File: src/rtl/multi_channel_led_fade_engine_top_assert.svh
// ----------------------------------------------------------------------------
// multi_channel_led_fade_engine_top_assert
// Assertion macros for the fade engine top level.
// ----------------------------------------------------------------------------
`ifndef MULTI_CHANNEL_LED_FADE_ENGINE_TOP_ASSERT_SVH
`define MULTI_CHANNEL_LED_FADE_ENGINE_TOP_ASSERT_SVH
// Property that holds on every clock edge outside reset.
`define MCLF_ASSERT(label, prop, msg) \
  label: assert property (@(posedge clk_i) disable iff (!rst_ni) (prop)) else $error(msg);
// Implication checked on the next edge.
`define MCLF_ASSERT_NEXT(label, ante, cons, msg) \
  label: assert property (@(posedge clk_i) disable iff (!rst_ni) (ante) |=> (cons)) \
    else $error(msg);
`endif

File: src/rtl/mclf_pkg.sv
// ----------------------------------------------------------------------------
// mclf_pkg
// Shared types, constants and command codes of the LED fade engine.
// ----------------------------------------------------------------------------
package mclf_pkg;
  localparam int unsigned NumChannels = 4;
  localparam int unsigned LevelBits   = 12;
  localparam int unsigned TimeBits    = 32;
  localparam int unsigned UsPerMs     = 1000;
  localparam int unsigned IvBits      = 27;
  localparam int unsigned RangeBits   = 17;

  localparam logic [2:0]  PresetReset  = 3'd4;
  localparam logic [15:0] OffFadeReset = 16'd500;

  typedef enum logic [2:0] {
    CMD_TICK      = 3'd0,
    CMD_FADE_FROM = 3'd1,
    CMD_FADE_CUR  = 3'd2,
    CMD_ZONES     = 3'd3,
    CMD_ALL_OFF   = 3'd4
  } cmd_e;

  localparam logic CFG_PRESET   = 1'b0;
  localparam logic CFG_OFF_FADE = 1'b1;

  typedef struct packed {
    logic [2:0]  cmd;
    logic [1:0]  channel;
    logic [11:0] start_level;
    logic [11:0] target_level;
    logic [15:0] ramp_ms;
    logic [11:0] step_amt;
    logic [3:0]  zone_mask;
  } item_t;

  typedef struct packed {
    logic [47:0] levels;
    logic [3:0]  active_mask;
    logic        all_dark;
    logic [31:0] dark_since;
  } result_t;
endpackage

File: src/rtl/mclf_div.sv
// ----------------------------------------------------------------------------
// mclf_div
// Restoring serial divider, one quotient bit per cycle.
// ----------------------------------------------------------------------------
module mclf_div #(
  parameter int unsigned NBits = 27,
  parameter int unsigned DBits = 17
) (
  input  logic             clk_i,
  input  logic             rst_ni,
  input  logic             start_i,
  input  logic [NBits-1:0] num_i,
  input  logic [DBits-1:0] den_i,
  output logic             done_o,
  output logic [NBits-1:0] quot_o
);
  localparam int unsigned CntBits = $clog2(NBits + 1);

  logic [NBits-1:0]   quot_q, quot_d;
  logic [DBits:0]     rem_q, rem_d;
  logic [DBits-1:0]   den_q, den_d;
  logic [CntBits-1:0] cnt_q, cnt_d;
  logic               busy_q, busy_d, done_q, done_d;
  logic [DBits:0]     trial;

  always_comb begin
    quot_d = quot_q;
    rem_d  = rem_q;
    den_d  = den_q;
    cnt_d  = cnt_q;
    busy_d = busy_q;
    done_d = 1'b0;
    trial  = {rem_q[DBits-1:0], quot_q[NBits-1]};
    if (start_i) begin
      quot_d = num_i;
      rem_d  = '0;
      den_d  = den_i;
      cnt_d  = CntBits'(NBits);
      busy_d = 1'b1;
    end else if (busy_q) begin
      if (trial >= {1'b0, den_q}) begin
        rem_d  = trial - {1'b0, den_q};
        quot_d = {quot_q[NBits-2:0], 1'b1};
      end else begin
        rem_d  = trial;
        quot_d = {quot_q[NBits-2:0], 1'b0};
      end
      cnt_d = cnt_q - 1'b1;
      if (cnt_q == CntBits'(1)) begin
        busy_d = 1'b0;
        done_d = 1'b1;
      end
    end
  end

  always_ff @(posedge clk_i or negedge rst_ni) begin
    if (!rst_ni) begin
      busy_q <= 1'b0;
      done_q <= 1'b0;
      cnt_q  <= '0;
    end else begin
      busy_q <= busy_d;
      done_q <= done_d;
      cnt_q  <= cnt_d;
    end
  end

  always_ff @(posedge clk_i) begin
    quot_q <= quot_d;
    rem_q  <= rem_d;
    den_q  <= den_d;
  end

  assign done_o = done_q;
  assign quot_o = quot_q;
endmodule

File: src/rtl/mclf_front.sv
// ----------------------------------------------------------------------------
// mclf_front
// Input queue of two words between the port and the execution engine.
// ----------------------------------------------------------------------------
module mclf_front (
  input  logic            clk_i,
  input  logic            rst_ni,
  input  logic            push_i,
  output logic            full_o,
  input  mclf_pkg::item_t item_i,
  output logic            valid_o,
  input  logic            take_i,
  output mclf_pkg::item_t item_o
);
  import mclf_pkg::*;

  item_t      mem_q [2];
  logic       wp_q, rp_q;
  logic [1:0] cnt_q;
  logic       wr, rd;

  assign full_o  = cnt_q == 2'd2;
  assign valid_o = cnt_q != 2'd0;
  assign wr      = push_i && !full_o;
  assign rd      = take_i && valid_o;
  assign item_o  = mem_q[rp_q];

  always_ff @(posedge clk_i or negedge rst_ni) begin
    if (!rst_ni) begin
      wp_q  <= 1'b0;
      rp_q  <= 1'b0;
      cnt_q <= 2'd0;
    end else begin
      if (wr) wp_q <= ~wp_q;
      if (rd) rp_q <= ~rp_q;
      cnt_q <= cnt_q + {1'b0, wr} - {1'b0, rd};
    end
  end

  always_ff @(posedge clk_i) begin
    if (wr) mem_q[wp_q] <= item_i;
  end
endmodule

File: src/rtl/mclf_back.sv
// ----------------------------------------------------------------------------
// mclf_back
// Sequencer that carries out one command at a time, channel by channel.
// ----------------------------------------------------------------------------
module mclf_back (
  input  logic              clk_i,
  input  logic              rst_ni,
  input  logic              valid_i,
  output logic              take_o,
  input  mclf_pkg::item_t   item_i,
  input  logic [2:0]        preset_i,
  input  logic [15:0]       off_fade_i,
  output logic              res_valid_o,
  input  logic              res_ready_i,
  output mclf_pkg::result_t res_o
);
  import mclf_pkg::*;

  typedef enum logic [2:0] {
    S_IDLE, S_CHAN, S_DIV1, S_DIV2, S_DARK, S_OUT
  } state_e;

  state_e      state_q;
  item_t       it_q;
  logic [1:0]  ch_q;
  logic [11:0] level_q [4];
  logic [11:0] target_q [4];
  logic        up_q [4];
  logic [11:0] step_q [4];
  logic [IvBits-1:0] iv_q [4];
  logic [31:0] last_q [4];
  logic [3:0]  run_q, occ_q, forced_q;
  logic [31:0] now_q, dark_time_q;
  logic        was_dark_q;
  logic        res_valid_q;
  result_t     res_q;

  // Fade set-up operands held across the divisions.
  logic [15:0]          f_dur_q;
  logic                 f_last_q;

  // Combinational fade set-up.
  logic [11:0] s_start, s_end, s_step;
  logic [15:0] s_dur;
  logic [2:0]  s_pre;
  logic [13:0] scaled;
  logic        s_do, s_first;
  logic [11:0] range;
  logic [11:0] eff_tgt;

  logic               div_start, div_done;
  logic [IvBits-1:0]  div_num, div_q;
  logic [RangeBits-1:0] div_den;

  mclf_div #(.NBits(IvBits), .DBits(RangeBits)) u_div (
    .clk_i, .rst_ni, .start_i(div_start), .num_i(div_num), .den_i(div_den),
    .done_o(div_done), .quot_o(div_q)
  );

  logic [12:0] v_sum;
  logic [12:0] v_dif;
  logic [3:0]  levels_nz;
  logic [47:0] lv_pack;

  always_comb begin
    for (int i = 0; i < 4; i++) begin
      levels_nz[i] = level_q[i] != '0;
      lv_pack[i*12 +: 12] = level_q[i];
    end
  end

  // On a tick an unoccupied channel heads for zero, even in mid-fade.
  assign eff_tgt = (it_q.cmd == CMD_TICK && !occ_q[ch_q]) ? '0 : target_q[ch_q];

  assign take_o = state_q == S_IDLE && valid_i && !res_valid_q;
  assign res_valid_o = res_valid_q;
  assign res_o = res_q;

  always_ff @(posedge clk_i or negedge rst_ni) begin
    if (!rst_ni) begin
      state_q     <= S_IDLE;
      res_valid_q <= 1'b0;
      res_q       <= '0;
      it_q        <= '0;
      f_dur_q     <= '0;
      f_last_q    <= 1'b0;
      ch_q        <= '0;
      run_q       <= '0;
      occ_q       <= '1;
      forced_q    <= '0;
      now_q       <= '0;
      dark_time_q <= '0;
      was_dark_q  <= 1'b1;
      for (int i = 0; i < 4; i++) begin
        level_q[i]  <= '0;
        target_q[i] <= '0;
        up_q[i]     <= 1'b0;
        step_q[i]   <= '0;
        iv_q[i]     <= '0;
        last_q[i]   <= '0;
      end
    end else begin
      if (res_valid_q && res_ready_i) res_valid_q <= 1'b0;
      case (state_q)
        S_IDLE: begin
          if (take_o) begin
            it_q <= item_i;
            ch_q <= (item_i.cmd == CMD_TICK || item_i.cmd == CMD_ALL_OFF)
                    ? 2'd0 : item_i.channel;
            if (item_i.cmd == CMD_TICK) now_q <= now_q + 1'b1;
            if (item_i.cmd == CMD_ZONES) occ_q <= item_i.zone_mask;
            state_q <= (item_i.cmd == CMD_TICK || item_i.cmd == CMD_FADE_FROM ||
                        item_i.cmd == CMD_FADE_CUR || item_i.cmd == CMD_ALL_OFF)
                       ? S_CHAN : S_OUT;
          end
        end
        S_CHAN: begin
          f_last_q <= it_q.cmd == CMD_FADE_FROM || it_q.cmd == CMD_FADE_CUR
                      || ch_q == 2'd3;
          if (it_q.cmd == CMD_TICK) forced_q[ch_q] <= !occ_q[ch_q];
          if (s_do) begin
            if (s_first) begin
              level_q[ch_q]  <= s_end;
              target_q[ch_q] <= s_end;
              run_q[ch_q]    <= 1'b0;
              state_q        <= S_DARK;
            end else begin
              run_q[ch_q]    <= 1'b1;
              level_q[ch_q]  <= s_start;
              target_q[ch_q] <= s_end;
              up_q[ch_q]     <= s_end > s_start;
              step_q[ch_q]   <= s_step;
              last_q[ch_q]   <= now_q;
              f_dur_q <= s_dur;
              state_q <= S_DIV1;
            end
          end else begin
            if (it_q.cmd == CMD_TICK && !occ_q[ch_q]) target_q[ch_q] <= '0;
            if (it_q.cmd == CMD_TICK && run_q[ch_q] &&
                (now_q - last_q[ch_q]) >= {5'd0, iv_q[ch_q]}) begin
              // One step of a running fade, clamped at its target.
              last_q[ch_q] <= now_q;
              if (up_q[ch_q] ? (v_sum >= {1'b0, eff_tgt})
                             : (v_dif[12] || v_dif <= {1'b0, eff_tgt})) begin
                level_q[ch_q] <= eff_tgt;
                run_q[ch_q]   <= 1'b0;
              end else begin
                level_q[ch_q] <= up_q[ch_q] ? v_sum[11:0] : v_dif[11:0];
              end
            end
            state_q <= S_DARK;
          end
        end
        S_DIV1: begin
          if (div_done) begin
            state_q <= S_DIV2;
          end
        end
        S_DIV2: begin
          if (div_done) begin
            iv_q[ch_q] <= (div_q == '0) ? IvBits'(1) : div_q;
            state_q <= S_DARK;
          end
        end
        S_DARK: begin
          if (f_last_q) begin
            if (it_q.cmd == CMD_TICK) begin
              was_dark_q <= (run_q == '0) && (levels_nz == '0);
              if ((run_q == '0) && (levels_nz == '0) && !was_dark_q)
                dark_time_q <= now_q;
            end
            state_q <= S_OUT;
          end else begin
            ch_q    <= ch_q + 1'b1;
            state_q <= S_CHAN;
          end
        end
        S_OUT: begin
          if (!res_valid_q) begin
            res_valid_q       <= 1'b1;
            res_q.levels      <= lv_pack;
            res_q.active_mask <= run_q;
            res_q.all_dark    <= was_dark_q;
            res_q.dark_since  <= dark_time_q;
            state_q           <= S_IDLE;
          end
        end
        default: state_q <= S_IDLE;
      endcase
    end
  end

  assign v_sum = {1'b0, level_q[ch_q]} + {1'b0, step_q[ch_q]};
  assign v_dif = {1'b0, level_q[ch_q]} - {1'b0, step_q[ch_q]};

  // Fade request of the channel in hand, if any.
  always_comb begin
    s_do    = 1'b0;
    s_start = level_q[ch_q];
    s_end   = '0;
    s_dur   = off_fade_i;
    s_step  = 12'd1;
    case (it_q.cmd)
      CMD_TICK: s_do = !occ_q[ch_q] && !run_q[ch_q] && levels_nz[ch_q];
      CMD_ALL_OFF: s_do = 1'b1;
      CMD_FADE_FROM, CMD_FADE_CUR: begin
        s_end  = it_q.target_level;
        s_dur  = it_q.ramp_ms;
        s_step = (it_q.step_amt == '0) ? 12'd1 : it_q.step_amt;
        if (it_q.cmd == CMD_FADE_FROM) s_start = it_q.start_level;
        s_do = !(forced_q[ch_q] && it_q.target_level != '0);
      end
      default: s_do = 1'b0;
    endcase
    // Fade commands scale their target by the preset in quarters; the fades of a tick or all-off aim at zero, unscaled.
    s_pre  = (it_q.cmd == CMD_FADE_FROM || it_q.cmd == CMD_FADE_CUR) ? preset_i : 3'd4;
    scaled = 14'(s_end) * 14'(s_pre);
    s_end  = scaled[13:2];
    s_first = (s_start == s_end) || (s_dur == '0);
  end

  assign range = (s_end > s_start) ? s_end - s_start : s_start - s_end;

  always_comb begin
    div_start = 1'b0;
    div_num   = '0;
    div_den   = '0;
    if (state_q == S_CHAN && s_do && !s_first) begin
      div_start = 1'b1;
      div_num   = IvBits'(range);
      div_den   = RangeBits'(s_step);
    end else if (state_q == S_DIV1 && div_done) begin
      div_start = 1'b1;
      div_num   = IvBits'(f_dur_q) * IvBits'(UsPerMs);
      div_den   = (div_q == '0) ? RangeBits'(1) : RangeBits'(div_q);
    end
  end
endmodule

File: src/rtl/multi_channel_led_fade_engine_top.sv
// ----------------------------------------------------------------------------
// multi_channel_led_fade_engine_top
// Four-channel LED fade engine with queue-style command and result ports.
// ----------------------------------------------------------------------------
// Commands enter through push/full into a two-word queue; results leave
// through empty/pop. Every command gives exactly one result word holding
// all channel levels, the active mask, the dark flag and its time stamp.
// A zone or unknown command goes straight to its result; a fade that
// sets the level at once passes through its channel and the dark check,
// and a tick or all-off command walks all four channels in turn.
// Each channel that starts a ramp adds two serial divisions.
// The engine takes the next word in the cycle after its result has been
// popped, and takes no new word while a result waits to be popped.
// A stalled receiver holds the engine while the input queue still takes
// two further words.
// Reset clears all levels, sets every zone occupied, preset 4 and an
// off-fade time of 500 ms. Configuration writes take effect at once.
// ----------------------------------------------------------------------------
module multi_channel_led_fade_engine_top (
  input  logic        clk_i,
  input  logic        rst_ni,
  input  logic        push,
  output logic        full,
  input  logic [2:0]  cmd_i,
  input  logic [1:0]  channel_i,
  input  logic [11:0] start_level_i,
  input  logic [11:0] target_level_i,
  input  logic [15:0] ramp_ms_i,
  input  logic [11:0] step_amt_i,
  input  logic [3:0]  zone_mask_i,
  output logic        empty,
  input  logic        pop,
  output logic [11:0] level_ch0_o,
  output logic [11:0] level_ch1_o,
  output logic [11:0] level_ch2_o,
  output logic [11:0] level_ch3_o,
  output logic [3:0]  active_mask_o,
  output logic        all_dark_o,
  output logic [31:0] dark_since_o,
  input  logic        cfg_we_i,
  input  logic        cfg_idx_i,
  input  logic [15:0] cfg_wdata_i
);
  import mclf_pkg::*;

  item_t      in_item, q_item;
  result_t    res;
  logic       q_valid, q_take, res_valid;
  logic [2:0] preset_q;
  logic [15:0] off_fade_q;

  assign in_item = '{cmd: cmd_i, channel: channel_i, start_level: start_level_i,
                     target_level: target_level_i, ramp_ms: ramp_ms_i,
                     step_amt: step_amt_i, zone_mask: zone_mask_i};

  always_ff @(posedge clk_i or negedge rst_ni) begin
    if (!rst_ni) begin
      preset_q   <= PresetReset;
      off_fade_q <= OffFadeReset;
    end else if (cfg_we_i) begin
      if (cfg_idx_i == CFG_PRESET) begin
        if (cfg_wdata_i[2:0] >= 3'd1 && cfg_wdata_i[2:0] <= 3'd4)
          preset_q <= cfg_wdata_i[2:0];
      end else begin
        off_fade_q <= cfg_wdata_i;
      end
    end
  end

  mclf_front u_front (
    .clk_i, .rst_ni, .push_i(push), .full_o(full), .item_i(in_item),
    .valid_o(q_valid), .take_i(q_take), .item_o(q_item)
  );

  mclf_back u_back (
    .clk_i, .rst_ni, .valid_i(q_valid), .take_o(q_take), .item_i(q_item),
    .preset_i(preset_q), .off_fade_i(off_fade_q), .res_valid_o(res_valid),
    .res_ready_i(pop), .res_o(res)
  );

  assign empty         = !res_valid;
  assign level_ch0_o   = res.levels[11:0];
  assign level_ch1_o   = res.levels[23:12];
  assign level_ch2_o   = res.levels[35:24];
  assign level_ch3_o   = res.levels[47:36];
  assign active_mask_o = res.active_mask;
  assign all_dark_o    = res.all_dark;
  assign dark_since_o  = res.dark_since;

`include "multi_channel_led_fade_engine_top_assert.svh"

  `MCLF_ASSERT(a_preset_range, preset_q >= 3'd1 && preset_q <= 3'd4, "preset out of range")
  `MCLF_ASSERT_NEXT(a_word_stable, !empty && !pop, $stable(level_ch0_o) && $stable(active_mask_o) && $stable(dark_since_o), "result word changed while stalled")
  `MCLF_ASSERT_NEXT(a_hold, !empty && !pop, !empty, "result lost while stalled")
endmodule
File: config.mk
export PLATFORM = sky130hd
export DESIGN_NAME = multi_channel_led_fade_engine_top
export DESIGN_NICKNAME = d
export VERILOG_FILES = /design/src/rtl/mclf_pkg.sv /design/src/rtl/mclf_div.sv /design/src/rtl/mclf_front.sv /design/src/rtl/mclf_back.sv /design/src/rtl/multi_channel_led_fade_engine_top.sv
export VERILOG_INCLUDE_DIRS = /design/src /design/src/rtl
export SDC_FILE = /design/constraint.sdc
export NUM_CORES = 2
export LEC_CHECK = 0
export BUFFER_PORTS_ARGS = -buffer_cell sky130_fd_sc_hd__buf_2
export CAP_MARGIN = 20
export CORE_UTILIZATION = 55
export CTS_CLUSTER_SIZE = 25
export DETAILED_ROUTE_END_ITERATION = 6
export GPL_TIMING_DRIVEN = 0
export PLACE_DENSITY_LB_ADDON = 0.12
export REMOVE_ABC_BUFFERS = 1
export SYNTH_ARGS = -nofsm -noshare
export SYNTH_HDL_FRONTEND = slang
export SYNTH_HIERARCHICAL = 1
export SYNTH_SLANG_ARGS = --single-unit
File: constraint.sdc
create_clock -name clk_i -period 10.7 [get_ports clk_i]
set_clock_uncertainty 0.1 [all_clocks]
set_input_delay 1.07 -clock clk_i [delete_from_list [all_inputs] [get_ports clk_i]]
set_output_delay 1.07 -clock clk_i [all_outputs]
set_load 0.01 [all_outputs]
## Yosys cells after proc, flatten, opt, wreduce, memory -nomap -nowiden

Memories as Yosys holds them, arrays and structs flattened.
Index checks and enable logic that the tools add are counted.

- Input bits: 83
- Bits in writable memories: 122
- Flip-flop bits (word level): 715
- Memories kept: 1

- Eq/ne operators: 22
- Add/subtract/negate cells: 11
- Reductions and logical operators: 72
- Multiply operators: 2
- Mux-type cells: 109
- $lt $le $gt $ge: 11
- Bitwise logic cells: 12

Memories:

| name | words | width | read ports | clocked after Yosys merged registers in | wr ports | RTL line | RTL |
|---|---|---|---|---|---|---|---|
| u_front.mem_q | 2 | 61 | 1 | 0 | 1 | mclf_front.sv:17 | `item_t mem_q [2];` |

Operator list:

| operator | count |
|---|---|
| two-way mux 128 bit | 3 |
| bitwise mux 48 bit | 6 |
| two-way mux 48 bit | 6 |
| two-way mux 12 bit | 18 |
| two-way mux 27 bit | 7 |
| bitwise mux 128 bit | 1 |
| bitwise mux 108 bit | 1 |
| two-way mux 32 bit | 3 |
| binary-select mux 12 bit (select 2 bit) | 3 |
| binary-select mux 32 bit (select 2 bit) | 1 |
| demux 32 bit (select 2 bit) | 1 |
| nonzero test 12 bit | 5 |
| binary-select mux 27 bit (select 2 bit) | 1 |
| demux 27 bit (select 2 bit) | 1 |
| bitwise AND 48 bit | 1 |
| NOT 48 bit | 1 |
| adder 32 x 1 -> 32 bit (second input constant) | 1 |
| >= comparator 32 x 27 -> 1 bit | 1 |
| subtractor 32 bit | 1 |
| logical NOT 27 bit | 1 |
| two-way mux 3 bit | 9 |
| two-way mux 26 bit | 1 |
| demux 12 bit (select 2 bit) | 1 |
| AND reduction 3 bit | 8 |
| other kinds (56) | 157 |

## Longest topological paths before layout

- Depth after elaboration: 12
- Depth in mapped cells: 33
- Gate-level depth less buffers: 27

## Modules after synthesis

Netlist, hierarchy kept.

By module, submodules not included:

| module | cells each | instances | area an instance (um2) | sequential area each (um2) |
|---|---|---|---|---|
| mclf_back | 3088 | 1 | 35888.2 | 15621.2 |
| mclf_front | 208 | 1 | 4906.0 | 3763.6 |
| mclf_div | 324 | 1 | 3701.0 | 1836.8 |
| multi_channel_led_fade_engine_top | 55 | 1 | 810.8 | 484.2 |

## Worst setup path before layout

No wires, ideal clock.

- Path type: reg-to-reg
- Start: reg u_back.ch_q[0]
- End: reg u_back/level_q[7] in the netlist's numbering
- Stages on the path, launching flop included: 28
- Setup slack: 3374 ps
- Buffers on the path: 5
- Setup time: 125 ps
- Clock period less this slack: 7326 ps
- Data arrival time: 7102 ps
- Path through: dfrtp_1 -> buf_2 -> buf_2 -> clkbuf_1 -> buf_1 -> mux4_2 -> inv_1 -> ha_1 -> a21oi_1 -> nor3b_1 -> a211oi_1 -> o21ai_0 -> nand2_1 -> a221oi_1 -> o21bai_1 -> a21o_1 -> xor2_1 -> ha_1 -> a21o_1 -> a21o_1 -> a221o_1 -> o311ai_0 -> nand4b_1 -> nor4b_4 -> o21ai_1 -> nand2_1 -> buf_2 -> mux2_2

- Longest elaborated chain between the ends: 11

Ends and longest elaborated chain:

| item | RTL line | RTL |
|---|---|---|
| start, declared | mclf_back.sv:25 | `logic [1:0] ch_q;` |
| start signal, assigned | mclf_back.sv:108 | `ch_q <= (item_i.cmd == CMD_TICK \|\| item_i.cmd == CMD_ALL_OFF)` |
| start signal, assigned | mclf_back.sv:174 | `ch_q <= ch_q + 1'b1;` |
| branches (longest 11 deep; another with subtractor 32 bit) | -- |  |
| end signal, assigned by index | mclf_back.sv:123 | `level_q[ch_q] <= s_end;` |
| end signal, assigned by index | mclf_back.sv:145 | `level_q[ch_q] <= eff_tgt;` |
| end signal, assigned by index | mclf_back.sv:148 | `level_q[ch_q] <= up_q[ch_q] ? v_sum[11:0] : v_dif[11:0];` |
| end, declared | mclf_back.sv:26 | `logic [11:0] level_q [4];` |

Several ways; the timed one is not identified. The select of a mux whose other input is x is not followed.
A chain may end at the register's enable or synchronous reset.

## Worst setup path after layout

- Start: reg u_back/it_q[59] in the netlist's numbering
- End: reg u_back/last_q[7] in the netlist's numbering

- Longest elaborated chain between the ends: 8

Ends and longest elaborated chain:

| item | RTL line | RTL |
|---|---|---|
| start, declared | mclf_back.sv:24 | `item_t it_q;` |
| start signal, assigned | mclf_back.sv:107 | `it_q <= item_i;` |
| == test 3 x 2 -> 1 bit or == test 3 x 1 -> 1 bit (tied branches) | mclf_back.sv:203, mclf_back.sv:216, mclf_back.sv:210 |  |
| OR reduction 2 bit or logical OR 1 bit (tied branches) | mclf_back.sv:203, mclf_back.sv:216 |  |
| two-way mux 12 bit or two-way mux 3 bit (tied branches) | mclf_back.sv:203, mclf_back.sv:216 |  |
| multiplier 12 x 3 -> 14 bit | mclf_back.sv:217 | `scaled = 14'(s_end) * 14'(s_pre);` |
| == test 12 bit | mclf_back.sv:219 | `s_first = (s_start == s_end) \|\| (s_dur == '0);` |
| logical OR 1 bit | mclf_back.sv:219 |  |
| != test 2 bit (no source line) | -- |  |
| AND reduction 3 bit (no source line) | -- |  |
| end signal, assigned by index | mclf_back.sv:133 | `last_q[ch_q] <= now_q;` |
| end signal, assigned by index | mclf_back.sv:142 | `last_q[ch_q] <= now_q;` |
| end, declared | mclf_back.sv:31 | `logic [31:0] last_q [4];` |

Several ways; a longest one is shown, not always the timed one.

==> flow_metrics.py <==
metrics = {
    "timing": {
        "timing.slew.headroom": 0.294,
        "period_share": 0.840,
        "slew_viol_final": 0,
        "layout_min_cycle_time_ns": 8.99,
        "setup_viol": 0,
        "setup_ws_ns": 1.71,
        "worst_slew_pin_slew_ns": 1.06,
        "final_hold_viol_count": 0,
        "unrepaired_setup_endpoints_after_global_routing": "no",
        "fmaxAchievable_ghz": 0.111,
    },
    "synthesis": {
        "synthesis.yosys.warnings": 6,
        "synth_seq_area_share": 0.479,
        "avg_cell_area_syn_um2": 12.3,
        "synth-seq-cells": 837,
        "post_synthesis_instance_area_mm2": 0.0453,
        "synth_ff_type": "dfrtp_1",
        "synth_edf_count": 166,
        "synth_cells": 3675,
        "synthArstFlopShare": 0.781,
        "yosys.cell_types.count": 92,
    },
    "routing": {
        "avgViaCountPerCell": 5.86,
        "detailroute.wirelength.met3_um": 4010,
        "met2_routed_length_um": 49600,
        "detailroute.via_count": 28900,
        "met1_length_um": 46500,
        "top_layer": "met4",
        "drc": 0,
        "drt-total-wl_um": 103000,
        "drt.antenna.violating_nets": 0,
        "first_pass_iters": 5,
        "routed_length_per_placed_instance_um": 20.9,
        "first_iter_violations": 1686,
    },
    "grt": {
        "grt_antenna_before_repair": 1,
        "largest_net_degree_at_the_start_of_global_routing": 110,
        "grt.overflow.total": 0,
        "global_route_wire_length_before_repair_um": 164000,
        "via_count_of_the_first_global_routing_pass": 29100,
        "grt_util_all_layers": 0.251,
    },
    "cells_and_area": {
        "final_nets": 4168,
        "layout-drive-gt1-share": 0.259,
        "fill_cells": 6395,
        "antenna_cells_inserted": 0,
        "layout-area-overhead-vs-synth_pct": 12.2,
    },
    "floorplanning": {
        "die_width_um": 289,
        "initial_utilization": 0.559,
        "num_rows": 104,
        "dieHeight_um": 289,
        "ioPinCount": 170,
        "core-area_mm2": 0.0811,
        "die_area_mm2": 0.0835,
    },
    "clock_tree": {
        "holdBufCountCts": 0,
        "cts-root-to-sink-buffers": 3,
        "cts_tree": "done",
        "cells_resized_by_post_cts_repair": 0,
        "ctsHtreeMaxLevel": 3,
        "cts-buffers-inserted": 90,
        "cts.root.buffer_cell": "clkbuf_16",
        "numClockSinks": 837,
        "cts_setup_buffers": 0,
        "worstSkewPairLatency_ns": 0.65,
        "worst_setup_hold_path_clk_slew_ns": 0.07,
    },
    "place": {
        "detailedPlace.worstSlack_ns": 1.88,
        "port_buffers": 169,
        "place.gp.congestion": 0.895,
        "detailed_place_hpwl_um": 74300,
    },
    "setup_path": {
        "timing.critical_path.required_ns": 11.12,
        "maximum_fanout_encountered_on_the_critical_timing_path": 35,
        "reg2reg_setup_slack_ns": 1.71,
        "cp-end-kind": "flop",
        "timing.setup.critical_path_class": "flop to flop",
        "critical_path_arrival_ns": 9.41,
        "rr_worst_depth": 25,
        "critical_path.startpoint_type": "flop",
    },
    "flow_run": {
        "cap_violations": 0,
    },
    "min_path": {
        "kind_of_path_behind_the_tightest_hold_check": "primary input to asynchronous set/reset pin",
    },
    "run_status": {
        "outcome": "finished, final reports clean",
    },
}
-- per-layer routing --
metal  GRT usage  vias up
li1            -    13500
met4      0.0800        0
met5           0        -
met2       0.416      616
met1       0.346    14600
met3      0.0313      139
-- cell type report --
class	instances	area (µm²)	area share
Multi-Input combinational cell	2458	22000	0.434
Sequential cell	837	21700	0.427
Clock buffer	121	2570	0.0506
Timing Repair Buffer	203	1640	0.0322
Tap cell	1060	1330	0.0261
Clock inverter	47	769	0.0151
Inverter	205	769	0.0151
-- worst max-delay path, cell delays in order (launching register included) --
cell	delay (ns)
dfrtp_1	0.44
xnor2_1	0.19
nor2_4	0.28
buf_12	0.25
and2_1	0.36
nand2_1	0.13
fa_1	0.61
inv_1	0.06
ha_1	0.30
a211oi_1	0.32
o21ai_0	0.14
nor2b_1	0.17
o21a_1	0.19
a21oi_1	0.24
a21oi_1	0.12
xnor2_1	0.75
inv_1	0.11
ha_1	0.35
and3_1	0.16
nand4_1	0.23
o211a_1	0.85
nor2b_1	0.51
nand2_1	0.74
o21ai_4	0.58
buf_12	0.26
mux2_2	0.35
-- cells in the final DEF (no fill, tap or decap), types with 16 or more instances in the layout --
cell       count
clkinv_2      16
edfxtp_1     166
buf_16        20
nor2_1       127
dfxtp_1       17
clkbuf_16     92
mux4_2        99
a21oi_1      132
nand2b_1      38
o21a_1        17
inv_1        205
nor2b_1       23
mux2i_1       63
nand3_1       46
dfrtp_1      639
and2_1        19
mux2_2       420
o21ai_0      207
nor4_1        41
xnor2_1       84
a211oi_1      33
nand4_1       27
clkbuf_8      16
nor3_1        37
ha_1         219
a31oi_1       18
nand2_1      283
a21o_1        27
mux2_1        93
buf_2        169
bufinv_16     17
xor2_1        50
fa_1          71
mux2_4        67
and3_1        28
-- cells in the mapped netlist (38+ instances only) --
library cell    n  area share
nor4_1         41      0.0057
nand2_1       285       0.024
mux2_2        420        0.10
mux2_4         67       0.022
nand3_1        46      0.0051
edfxtp_1      166        0.11
inv_1         205       0.017
nor2_1        131       0.011
o21ai_0       208       0.023
fa_1           71       0.031
a21oi_1       132       0.015
clkbuf_1      118      0.0098
mux2_1         93       0.023
nand2b_1       38      0.0052
xnor2_1        84       0.016
dfrtp_1       642        0.35
ha_1          219       0.060
xor2_1         50      0.0097
mux4_2         99       0.049
mux2i_1        63       0.014
-- path summary, 6_finish.rpt --
kind,start,endpoint
setup / recovery,u_back/it_q[59]$_DFFE_PN0P_,u_back/last_q[7]$_DFFE_PN0P_
hold / removal,rst_ni,u_back/res_o[7]$_DFFE_PN0P_
setup reg to reg,u_back/it_q[59]$_DFFE_PN0P_,u_back/last_q[7]$_DFFE_PN0P_
hold reg to reg,u_back/iv_q[54]$_DFFE_PN0P_,u_back/iv_q[54]$_DFFE_PN0P_
max in group asynchronous,rst_ni,u_back/level_q[32]$_DFFE_PN0P_
min in group clk_i,u_back/iv_q[54]$_DFFE_PN0P_,u_back/iv_q[54]$_DFFE_PN0P_
-- flip-flops by register name, summed over array words and instances (netlist names), 17 cells and up, named ones only --
register             flops
u_back/now_q            32
u_back/u_div/rem_q      17
u_back/level_q          48
u_back/dark_time_q      32
u_back/u_div/den_q      17
u_back/last_q          128
u_front/mem_q          122
u_back/iv_q            108
u_back/it_q             55
u_back/res_o            85
u_back/target_q         48
u_back/u_div/quot_o     27
u_back/step_q           48
-- kinds of logic (layout without fill, tap and decap cells) --
| family | after synthesis | in the layout | synth area share |
|---|---|---|---|
| flops | 837 | 837 | 0.479 |
| fa+ha+maj | 290 | 290 | 0.0919 |
| xor+xnor | 134 | 134 | 0.0259 |
| compound gates | 559 | 559 | 0.0757 |
| mux | 742 | 742 | 0.213 |
| other cells | 1 | 1 | 0.0000828 |
| simple gates | 732 | 732 | 0.0781 |
| buf+inv | 380 | 576 | 0.0365 |
-- per-stage QoR --
stage | setup TNS (ns) | cell area, µm² | std cells | utilization | hold WS (ns)
6_report | 0 | 50800 | 4931 | 0.627 | 0.278
5_1_grt | 0 | 50800 | 4931 | 0.627 | 0.295
4_1_cts | 0 | 50800 | 4931 | 0.627 | 0.267
3_5_place_dp | 0 | 47500 | 4763 | 0.586 | 0.366
3_3_place_gp | -4663.28 | 46600 | 4729 | 0.575 | 0.351
2_1_floorplan | 0 | 44400 | 3500 | - | 0.342
Power is left out: the tool's default activity adds up to more than one toggle a clock period on the data nets, which glitch-free logic cannot reach.
